### src/hw/rtl/mwe_rd_pkg.sv
// shared types and constants of the microwire eeprom word reader
package mwe_rd_pkg;

  localparam int DATA_BITS = 16;
  localparam int ADDR_LEN_W = 4;

  // preamble low bit, preamble high bit, then read opcode 10
  localparam logic [2:0] READ_OPCODE = 3'b110;
  localparam logic [ADDR_LEN_W-1:0] ADDR_LEN_RESET = 4'd8;

  typedef enum logic {
    OP_START = 1'b0,
    OP_TICK  = 1'b1
  } op_t;

  typedef struct packed {
    logic [ADDR_LEN_W-1:0] address_bits;
    logic [DATA_BITS-1:0]  read_word;
    logic                  done_res;
    logic                  drive_di;
    logic                  chip_select;
  } res_t;

endpackage

### src/hw/rtl/microwire_eeprom_word_reader.sv
// microwire serial eeprom word reader, master side, with address length learning
//
//  channel  dir  tdata (lowest bit up)                         tuser / tlast
//  s_*      in   offset[11:0], sampled_do[12], zero[15:13]     tuser: op
//  m_*      out  chip_select[0], drive_di[1], read_word[17:2], tlast: done_res
//                address_bits[21:18], zero[23:22]
//
//  for every input word, state and result are worked out from the state registers
//  and the word in one pass and land in the result register, or in the skid register
//  a result register plus a one-word skid register part the two sides, so an
//  input word is taken while a result waits; s_tready drops only when both hold
//  rst is synchronous, clears control state and sets the address length to eight
//  each input word yields exactly one result word
module microwire_eeprom_word_reader
  import mwe_rd_pkg::*;
#(
  parameter int MAX_ADDR_BITS = 12
) (
  input  logic        clk,
  input  logic        rst,
  input  logic        s_tvalid,
  output logic        s_tready,
  input  logic [15:0] s_tdata,   // offset[11:0], sampled_do[12], zero pad
  input  logic        s_tuser,   // op
  output logic        m_tvalid,
  input  logic        m_tready,
  output logic [23:0] m_tdata,   // chip_select, drive_di, read_word, address_bits, pad
  output logic        m_tlast    // done_res
);

  // frame: zero, one, one, zero, address, data phase; top index is the first bit
  localparam int FRAME_W = MAX_ADDR_BITS + DATA_BITS + 4;
  localparam int IDX_W = $clog2(FRAME_W);

  // serial state
  logic                  active;
  logic                  active_next;
  logic [IDX_W-1:0]      bit_index;
  logic [IDX_W-1:0]      bit_index_next;
  logic [FRAME_W-1:0]    frame_shift;
  logic [FRAME_W-1:0]    frame_shift_next;
  logic [DATA_BITS-1:0]  data_shift;
  logic [DATA_BITS-1:0]  data_shift_next;
  logic [ADDR_LEN_W-1:0] addr_length;
  logic [ADDR_LEN_W-1:0] addr_length_next;

  // result register and skid register
  logic out_valid;
  res_t out_data;
  logic skid_valid;
  res_t skid_data;

  // input word fields
  op_t             op;
  logic [11:0]     offset;
  logic            sampled_do;

  logic            accept;
  logic            take;
  res_t            res;

  // working values
  logic [ADDR_LEN_W-1:0] len;
  logic [IDX_W-1:0]      shrink;
  logic [IDX_W-1:0]      idx_work;

  assign op         = op_t'(s_tuser);
  assign offset     = s_tdata[11:0];
  assign sampled_do = s_tdata[12];

  assign s_tready = !skid_valid;
  assign accept   = s_tvalid && s_tready;
  assign take     = m_tvalid && m_tready;

  always_comb begin
    active_next      = active;
    bit_index_next   = bit_index;
    frame_shift_next = frame_shift;
    data_shift_next  = data_shift;
    addr_length_next = addr_length;
    res              = '0;
    len              = (addr_length > ADDR_LEN_W'(MAX_ADDR_BITS)) ?
                       ADDR_LEN_W'(MAX_ADDR_BITS) : addr_length;
    shrink           = bit_index - IDX_W'(DATA_BITS);
    idx_work         = bit_index;

    case (op)
      OP_START: begin
        // abandon any read in progress and load a fresh frame
        frame_shift_next = ((FRAME_W'(READ_OPCODE) << len) | FRAME_W'(offset))
                           << DATA_BITS;
        bit_index_next   = IDX_W'(len) + IDX_W'(DATA_BITS + 3);
        data_shift_next  = '0;
        active_next      = 1'b1;
      end
      OP_TICK: begin
        if (active) begin
          // eeprom drives its dummy zero once it has the whole address
          if (!sampled_do && (bit_index > IDX_W'(DATA_BITS))) begin
            addr_length_next = (IDX_W'(addr_length) > shrink) ?
                               addr_length - ADDR_LEN_W'(shrink) : ADDR_LEN_W'(1);
            idx_work         = IDX_W'(DATA_BITS);
          end
          data_shift_next = {data_shift[DATA_BITS-2:0], sampled_do};
          if (idx_work == '0) begin
            active_next   = 1'b0;
            res.done_res  = 1'b1;
            res.read_word = data_shift_next;
          end else begin
            bit_index_next = idx_work - IDX_W'(1);
          end
        end
      end
      default: begin
      end
    endcase

    res.chip_select  = active_next;
    res.drive_di     = active_next && frame_shift_next[bit_index_next];
    res.address_bits = addr_length_next;
  end

  always_ff @(posedge clk) begin
    if (rst) begin
      active      <= 1'b0;
      bit_index   <= '0;
      data_shift  <= '0;
      addr_length <= ADDR_LEN_RESET;
    end else if (accept) begin
      active      <= active_next;
      bit_index   <= bit_index_next;
      data_shift  <= data_shift_next;
      addr_length <= addr_length_next;
    end
  end

  // frame bits are only looked at while a read is active
  always_ff @(posedge clk) begin
    if (accept) begin
      frame_shift <= frame_shift_next;
    end
  end

  // result register with one word of skid behind it
  always_ff @(posedge clk) begin
    if (rst) begin
      out_valid  <= 1'b0;
      skid_valid <= 1'b0;
    end else begin
      if (take) begin
        if (skid_valid) begin
          out_data   <= skid_data;
          skid_valid <= 1'b0;
        end else begin
          out_valid <= accept;
          if (accept) begin
            out_data <= res;
          end
        end
      end else if (accept) begin
        if (!out_valid) begin
          out_data  <= res;
          out_valid <= 1'b1;
        end else begin
          skid_data  <= res;
          skid_valid <= 1'b1;
        end
      end
    end
  end

  assign m_tvalid = out_valid;
  assign m_tlast  = out_data.done_res;
  assign m_tdata  = {2'b00, out_data.address_bits, out_data.read_word,
                     out_data.drive_di, out_data.chip_select};

  // a finished read always releases chip select
  a_done_drops_cs: assert property (@(posedge clk) disable iff (rst)
    out_valid && out_data.done_res |-> !out_data.chip_select)
    else $error("done word with chip select still high");

  // di is held low while chip select is low
  a_di_needs_cs: assert property (@(posedge clk) disable iff (rst)
    out_valid && out_data.drive_di |-> out_data.chip_select)
    else $error("di driven with chip select low");

  // the skid register fills only behind a held result
  a_skid_behind_out: assert property (@(posedge clk) disable iff (rst)
    skid_valid |-> out_valid)
    else $error("skid word without result word");

  // the learned address length never grows and never reaches zero
  a_addr_len_shrinks: assert property (@(posedge clk) disable iff (rst)
    !rst |=> (addr_length <= $past(addr_length)) && (addr_length != '0))
    else $error("address length grew or reached zero");

endmodule
### config.mk
export PLATFORM = sky130hd
export DESIGN_NAME = microwire_eeprom_word_reader
export DESIGN_NICKNAME = d
export VERILOG_FILES = /design/src/hw/rtl/mwe_rd_pkg.sv /design/src/hw/rtl/microwire_eeprom_word_reader.sv
export SDC_FILE = /design/constraint.sdc
export NUM_CORES = 1
export LEC_CHECK = 0
export ABC_AREA = 1
export CAP_MARGIN = 20
export CORE_ASPECT_RATIO = 2
export CORE_UTILIZATION = 63
export CTS_BUF_LIST = sky130_fd_sc_hd__clkbuf_16
export DETAILED_ROUTE_END_ITERATION = 10
export DONT_BUFFER_PORTS = 1
export PLACE_DENSITY = 0.79
export RECOVER_POWER = 100
export SETUP_SLACK_MARGIN = 0.5
export SLEW_MARGIN = 40
export SYNTH_ARGS = -nofsm -noshare
export SYNTH_HDL_FRONTEND = slang
export SYNTH_SLANG_ARGS = --single-unit
### constraint.sdc
create_clock -name clk -period 5 [get_ports clk]
set_input_delay 1 -clock clk [delete_from_list [all_inputs] [get_ports clk]]
set_output_delay 1 -clock clk [all_outputs]
set_load 0.05 [all_outputs]
==> impl_metrics.tcl, run 1 <==
set metrics [dict create \
    vias 3676 \
    hold_viol_final 0 \
    cp-start-kind "primary input" \
    gr-usage-all-layers_pct 27.6 \
    cts_setup_buffers 0 \
    hpwl_um 7440 \
    yosys-top-cells-area "edfxtp_1 46%, dfxtp_1 11%, nand2_1 9.1%, nor2_1 4.8%, inv_1 4.7%" \
    route.met2.wl_um 5940 \
    synthesis.area_um2 5040 \
    final_area_um2 5350 \
    finalNonFillerCells 638 \
    ys_seq_area_share_pct 57.2 \
    synth_top_flop_cell "edfxtp_1" \
    die_area_um2 8380 \
    drtIter0Drc 384 \
    finalWorstSetupSlack_ns 1.28 \
    fin_tns_setup_ns 0 \
    cts_tree "done" \
    io_pins 48 \
    synthToLayoutAreaGrowth_pct 6.23 \
    cts_buffer_depth 2 \
    drive_above_1_share_pct 6.07 \
    antenna_found_initial 0 \
    grt_max_degree 47 \
    avgSynthCellArea_um2 9.23 \
    rsz0062_at_grt "no" \
    synth_top_cell_by_area "edfxtp_1" \
    fin_nets 569 \
    path_common_cell "nand2_1" \
    cellPowerDensity_nw_per_um2 382 \
    crit_cells 17 \
    htreeDepth 3 \
    violations "capacitance limit, slew limit" \
    post-route-min-period_ns 3.72 \
    cts_buffers 9 \
    ys_types 42 \
    m1WireLength_um 3950 \
    synth_edf_count 78 \
    cpLargestDelayFamily "simple AND/OR/NAND/NOR gates" \
    finalClockSkew_ns 0.00880 \
    min_path_cells 2 \
    max_stage_delay_ns 0.73 \
    ys_ff_latch 105 \
    drc 0 \
    syn_inst 546 \
    yosysWarnings 0 \
    die_h_um 128 \
    power_mw 2.04 \
    synth_commonest_cells "122 x nand2_1, 78 x edfxtp_1, 64 x nor2_1, 63 x inv_1, 45 x nand3_1" \
    cts_root_buf "clkbuf_16" \
    reg2reg_depth 16 \
    place_area_um2 5080 \
    finalSetupViolations 0 \
    period_share_pct 74.4 \
    diodes 0 \
    clk_latency_ns 0.35 \
    reg2reg_slack_ns 1.54 \
    crit_chain "inv_1 > nand2_1 > inv_1 > nand2_1 > nand2_1 > ha_1 > nand3_4 > nand2_1 > nand2_1 > o21ai_0 > inv_1 > nand3_1 > nand3_1 > nand2_1 > nand2_1 > nand3_2 > a21oi_2" \
    dr.pass1.iters 5 \
    cp-end-kind "flip-flop" \
    ir_worst_vdd_uv 253 \
    ctsResizeCount 0 \
    dr_wl_met3_um 323 \
    maxCapViolCount 2 \
    clock-sinks 105 \
    synthArstFlopShare_pct 0 \
    wl_um 10500 \
    core-area_um2 7660 \
    drtAntennaViolNets 0 \
    clk_pin_slew_ns 0.07 \
    grt_pass1_vias 3662 \
    cp_slowest_cell "o21ai_0" \
    total_leakage_power_nw 2.18 \
    io_buffer_count 0 \
    crit_arrival_ns 3.81 \
    pre_cts_slack_ns 1.69 \
    synth_top_area_share_pct 46.5 \
    cp_max_fo 6 \
    hold_class "reg -> reg" \
    gp_congestion 0.940 \
    synth.most_common_cell "nand2_1" \
    timing.rr.start "bit_index[4]" \
    placementRows 45 \
    grt-ovfl-total 0 \
    max_freq_mhz 269 \
    startpoint "s_tdata[12]" \
    wl_per_cell_um 16.4 \
    worstMarginPinSlew_ns 2.08 \
    required_ns 5.09 \
    top_layer "met4" \
    slew_headroom_pct -39.5 \
    dp_cells 622 \
    initial_core_util_pct 65.8 \
    die_w_um 65.2 \
    grt_pass1_wl_um 17400 \
    hold_start "data_shift[14]" \
    path_buf_inv 3 \
    criticalPathCategory "in -> reg" \
    holdBufCountCts 0 \
    avgViaCountPerCell 5.76 \
    maxSlewViolCount 40 \
    status "complete, but fails checks" \
]
==> final cells by class <==
type                            count  area [um2]
Clock buffer                        9         225
Clock inverter                      7         101
Timing Repair Buffer                2        11.3
Fill cell                         596        2300
Inverter                           70         263
Tap cell                           94         118
Sequential cell                   105        2880
Multi-Input combinational cell    351        1750
==> power by group <==
group | internal (mW) | total [mW] | leakage (nW) | switching (mW)
sequential | 0.982 | 1.03 | 0.966 | 0.0490
clock | 0.444 | 0.764 | 0.160 | 0.320
combinational | 0.0764 | 0.249 | 1.06 | 0.172
total | 1.50 | 2.04 | 2.18 | 0.541
==> flip-flops by register name (all words and copies together), names as in the netlist <==
name,count
active,1
addr_length,4
bit_index,5
data_shift,15
frame_shift,32
m_tdata,22
m_tlast,1
m_tvalid,1
skid_data,23
skid_valid,1
==> placed cells by master (no fill, tap or decap), drive strengths merged, types with 2 or more instances in the layout <==
| master | count |
|---|---|
| nor2 | 65 |
| o21ai | 21 |
| edfxtp | 78 |
| inv | 70 |
| nand4 | 8 |
| nand3 | 50 |
| a21oi | 32 |
| clkinv | 5 |
| a22oi | 15 |
| bufinv | 2 |
| conb | 2 |
| dfxtp | 27 |
| a22o | 2 |
| nand2 | 134 |
| ha | 8 |
| clkbuf | 10 |
==> per-layer routing <==
| layer | track usage, % | up-vias |
|---|---|---|
| met5 | 0 | - |
| met4 | 13.3 | 0 |
| met3 | 3.99 | 23 |
| met2 | 51.4 | 110 |
| met1 | 29.5 | 1726 |
| li1 | - | 1817 |
==> worst reg2reg max path: cells and delay by family (launching register included) <==
family                     cells  cell delay (ns)
AOI/OAI and AO/OA              2             0.78
adders and majority gates      1             0.27
buffers and inverters          2             0.38
DFF                            1             0.42
and+or+nand+nor               11             1.35
==> final timing paths <==
check | end
min reg2reg | data_shift[14]
max | m_tdata[1]
max reg2reg | m_tdata[1]
min | data_shift[14]
==> per-stage QoR <==
step,hold WS (ns),utilization [%]
after floorplan,0.465,-
after global placement,0.480,66.2
after detailed placement,0.488,66.4
after CTS,0.507,70.7
after global routing,0.553,69.9
final,0.506,69.9
==> logic make-up after synthesis <==
logic type,count (synthesis),share of synthesized area (%)
compound gates,79,9.54
xor+xnor,1,0.174
fa+ha+maj,9,2.38
buf+inv,91,7.30
flops,105,57.2
mux,1,0.199
other cells,1,0.0744
simple gates,259,23.1
Note: power is estimated with default switching activity, not from simulation.
==> inputs of run 2 (changes only) <==
--- a/config.mk
+++ b/config.mk
@@ -5,14 +5,14 @@
 export SDC_FILE = /design/constraint.sdc
 export NUM_CORES = 1
 export LEC_CHECK = 0
-export ABC_AREA = 1
+export ABC_AREA = 0
 export CAP_MARGIN = 20
 export CORE_ASPECT_RATIO = 2
-export CORE_UTILIZATION = 63
+export CORE_UTILIZATION = 57
 export CTS_BUF_LIST = sky130_fd_sc_hd__clkbuf_16
 export DETAILED_ROUTE_END_ITERATION = 10
 export DONT_BUFFER_PORTS = 1
-export PLACE_DENSITY = 0.79
+export PLACE_DENSITY = 0.75
 export RECOVER_POWER = 100
 export SETUP_SLACK_MARGIN = 0.5
 export SLEW_MARGIN = 40
==> constraint.sdc (replaced) <==
create_clock -name clk -period 3.3 [get_ports clk]
set_input_delay 0.66 -clock clk [delete_from_list [all_inputs] [get_ports clk]]
set_output_delay 0.66 -clock clk [all_outputs]
set_load 0.05 [all_outputs]
==> impl_metrics.tcl, run 2 <==
set metrics [dict create \
    placementRows 48 \
    synth_edf_count 78 \
    holdBufCountCts 0 \
    ys_types 57 \
    avgSynthCellArea_um2 11.3 \
    gr-usage-all-layers_pct 25.5 \
    gp_congestion 0.861 \
    fin_nets 489 \
    dr.pass1.iters 4 \
    hold_start "rst" \
    rsz0062_at_grt "yes" \
    drc 0 \
    cp-end-kind "flip-flop" \
    crit_arrival_ns 3.19 \
    status "completed" \
    grt_pass1_vias 3527 \
    hold_class "in -> reg" \
    final_core_util_pct 65.3 \
    required_ns 3.49 \
    synth_commonest_cells "78 x edfxtp_1, 45 x nor2_1, 36 x nand2_1, 32 x and2_1, 27 x dfxtp_1" \
    final_area_um2 5650 \
    hold_viol_final 0 \
    reg2reg_depth 12 \
    hpwl_um 7530 \
    timing.rr.start "bit_index[4]" \
    min_path_cells 1 \
    maxSlewViolCount 0 \
    synth.most_common_cell "edfxtp_1" \
    path_common_cell "a31oi_1" \
    max_freq_mhz 333 \
    drtIter0Drc 207 \
    criticalPathCategory "in -> reg" \
    final.fill_count 688 \
    synthesis.area_um2 5070 \
    io_buffer_count 0 \
    crit_chain "nand2b_4 > nand2_4 > ha_4 > or4b_1 > clkbuf_1 > nand3_2 > mux2i_1 > a22o_1 > a31oi_1 > nand3_1 > a2111o_1 > a31oi_1" \
    cts_buffers 9 \
    cp_max_fo 5 \
    grt-ovfl-total 0 \
    finalSetupViolations 0 \
    drive_above_1_share_pct 17.5 \
    reg2reg_to "m_tdata[1]" \
    synthArstFlopShare_pct 0 \
    clk_latency_ns 0.35 \
    whs_endpoint "data_shift[0]" \
    die_area_um2 9310 \
    grt_pass1_wl_um 17200 \
    syn_inst 449 \
    yosys-top-cells-area "edfxtp_1 46%, dfxtp_1 11%, mux2_2 5.1%, and2_1 3.9%, mux2i_1 3.4%" \
    worstMarginPinSlew_ns 1.01 \
    cts_buffer_depth 2 \
    antenna_found_initial 0 \
    ys_ff_latch 105 \
    diodes 0 \
    wl_per_cell_um 18.6 \
    cp_slowest_cell "or4b_1" \
    seqCellArea_um2 2880 \
    total_leakage_power_nw 2.12 \
    die_h_um 135 \
    largest_register_ffs 32 \
    core-area_um2 8650 \
    reg2reg_slack_ns 0.33 \
    drtAntennaViolNets 0 \
    synthToLayoutAreaGrowth_pct 11.3 \
    period_share_pct 91.0 \
    yosysWarnings 0 \
    htreeDepth 3 \
    cellPowerDensity_nw_per_um2 539 \
    place_area_um2 5300 \
    cp-start-kind "primary input" \
    clk_pin_slew_ns 0.07 \
    path_buf_inv 1 \
    finalClockSkew_ns 0.00919 \
    final_common_cell "edfxtp_1" \
    synth_top_cell_by_area "edfxtp_1" \
    max_stage_delay_ns 0.63 \
    synth_top_flop_cell "edfxtp_1" \
    fin_tns_setup_ns 0 \
    avgViaCountPerCell 6.08 \
    synth_top_area_share_pct 46.2 \
    cpLargestDelayFamily "simple AND/OR/NAND/NOR gates" \
    vias 3431 \
    largest-register "frame_shift" \
    ir_worst_vdd_uv 441 \
    io_pins 48 \
    most-common-layout-cells "78 x edfxtp_1, 45 x nor2_1, 33 x nand2_1" \
    cts_tree "done" \
    ys_seq_area_share_pct 56.8 \
    wl_um 10500 \
    grt_max_degree 56 \
    die_w_um 68.7 \
    maxCapViolCount 0 \
    initial_core_util_pct 58.7 \
    post-route-min-period_ns 3.00 \
    clock-sinks 105 \
    cts_root_buf "clkbuf_16" \
    multi_input_area_um2 2090 \
    slew_headroom_pct 32.1 \
]
-- run 2: cell types whose count changed in the layout (fill, tap and decap cells not counted), sizes merged, moves of 16 or more --
cell   delta
and2     +32
nand3    -46
nor2     -20
mux2     +23
inv      -51
buf      +18
mux2i    +16
nand2    -98
-- run 2: how the worst max path moves through the flow --
stage,startpoint,endpoint,slack (ns),cells past startpoint
2_1_floorplan,s_tdata[12],m_tdata[1],0.19,14
3_3_place_gp,s_tdata[12],m_tdata[1],-0.04,11
3_5_place_dp,s_tdata[12],m_tdata[1],-0.04,11
4_1_cts,s_tdata[12],m_tdata[1],0.50,11
5_1_grt,s_tdata[12],m_tdata[1],0.21,12
6_report,s_tdata[12],m_tdata[1],0.30,12
-- run 2: final cells by class --
class / instances / share of cell area (%)
Clock buffer: 9 / 3.99
Tap cell: 100 / 2.21
Timing Repair Buffer: 28 / 3.41
Multi-Input combinational cell: 297 / 36.9
Sequential cell: 105 / 51.1
Inverter: 18 / 1.20
Clock inverter: 7 / 1.22
-- run 2: kinds of logic after synthesis --
logic type	share of synthesized area [%]
other	0.0739
xor gates and xnor gates	0.691
and+or+nand+nor	13.5
adders and majority gates	2.37
DFF	56.8
buffers and inverters	4.41
AOI/OAI and AO/OA	13.6
muxes	8.46
-- run 2: metal layers --
metal	routed length (um)	up-vias	global-route usage [%]
li1	-	1655	-
met1	3920	1673	27.3
met2	5950	77	45.9
met3	262	26	4.38
met4	368	0	12.4
met5	0	-	0
-- run 2: what timing repair did --
action	in CTS	in global routing
setup buffers	3	1
pin swaps	8	2
gates resized for setup	9	2
endpoints found under the setup margin	2	2
-- run 2: through the flow --
step	power, mW	setup WS (ns)	instances	hold WS, ns
after floorplan	1.91	0.191	450	0.457
after global placement	1.99	-0.0377	544	0.475
after detailed placement	2.00	-0.0406	544	0.485
after CTS	3.07	0.500	563	0.370
after global routing	3.16	0.206	564	0.368
final	3.04	0.296	564	0.380
-- run 2: worst reg2reg max path, delay by kind of cell, from the launching register on --
kind                     cells  cell delay [ns]
flip-flops                   1             0.35
multiplexers                 1             0.08
adder cells (fa/ha/maj)      1             0.13
AND/OR/NAND/NOR              5             1.02
buffers and inverters        1             0.23
AO/OA/AOI/OAI                4             1.01
-- run 2: power breakdown --
part	internal, mW	leakage, nW	total (mW)	switching [mW]
clock	0.586	0.143	1.05	0.461
sequential	1.49	0.992	1.57	0.0812
combinational	0.175	0.981	0.429	0.254
total	2.25	2.12	3.04	0.796
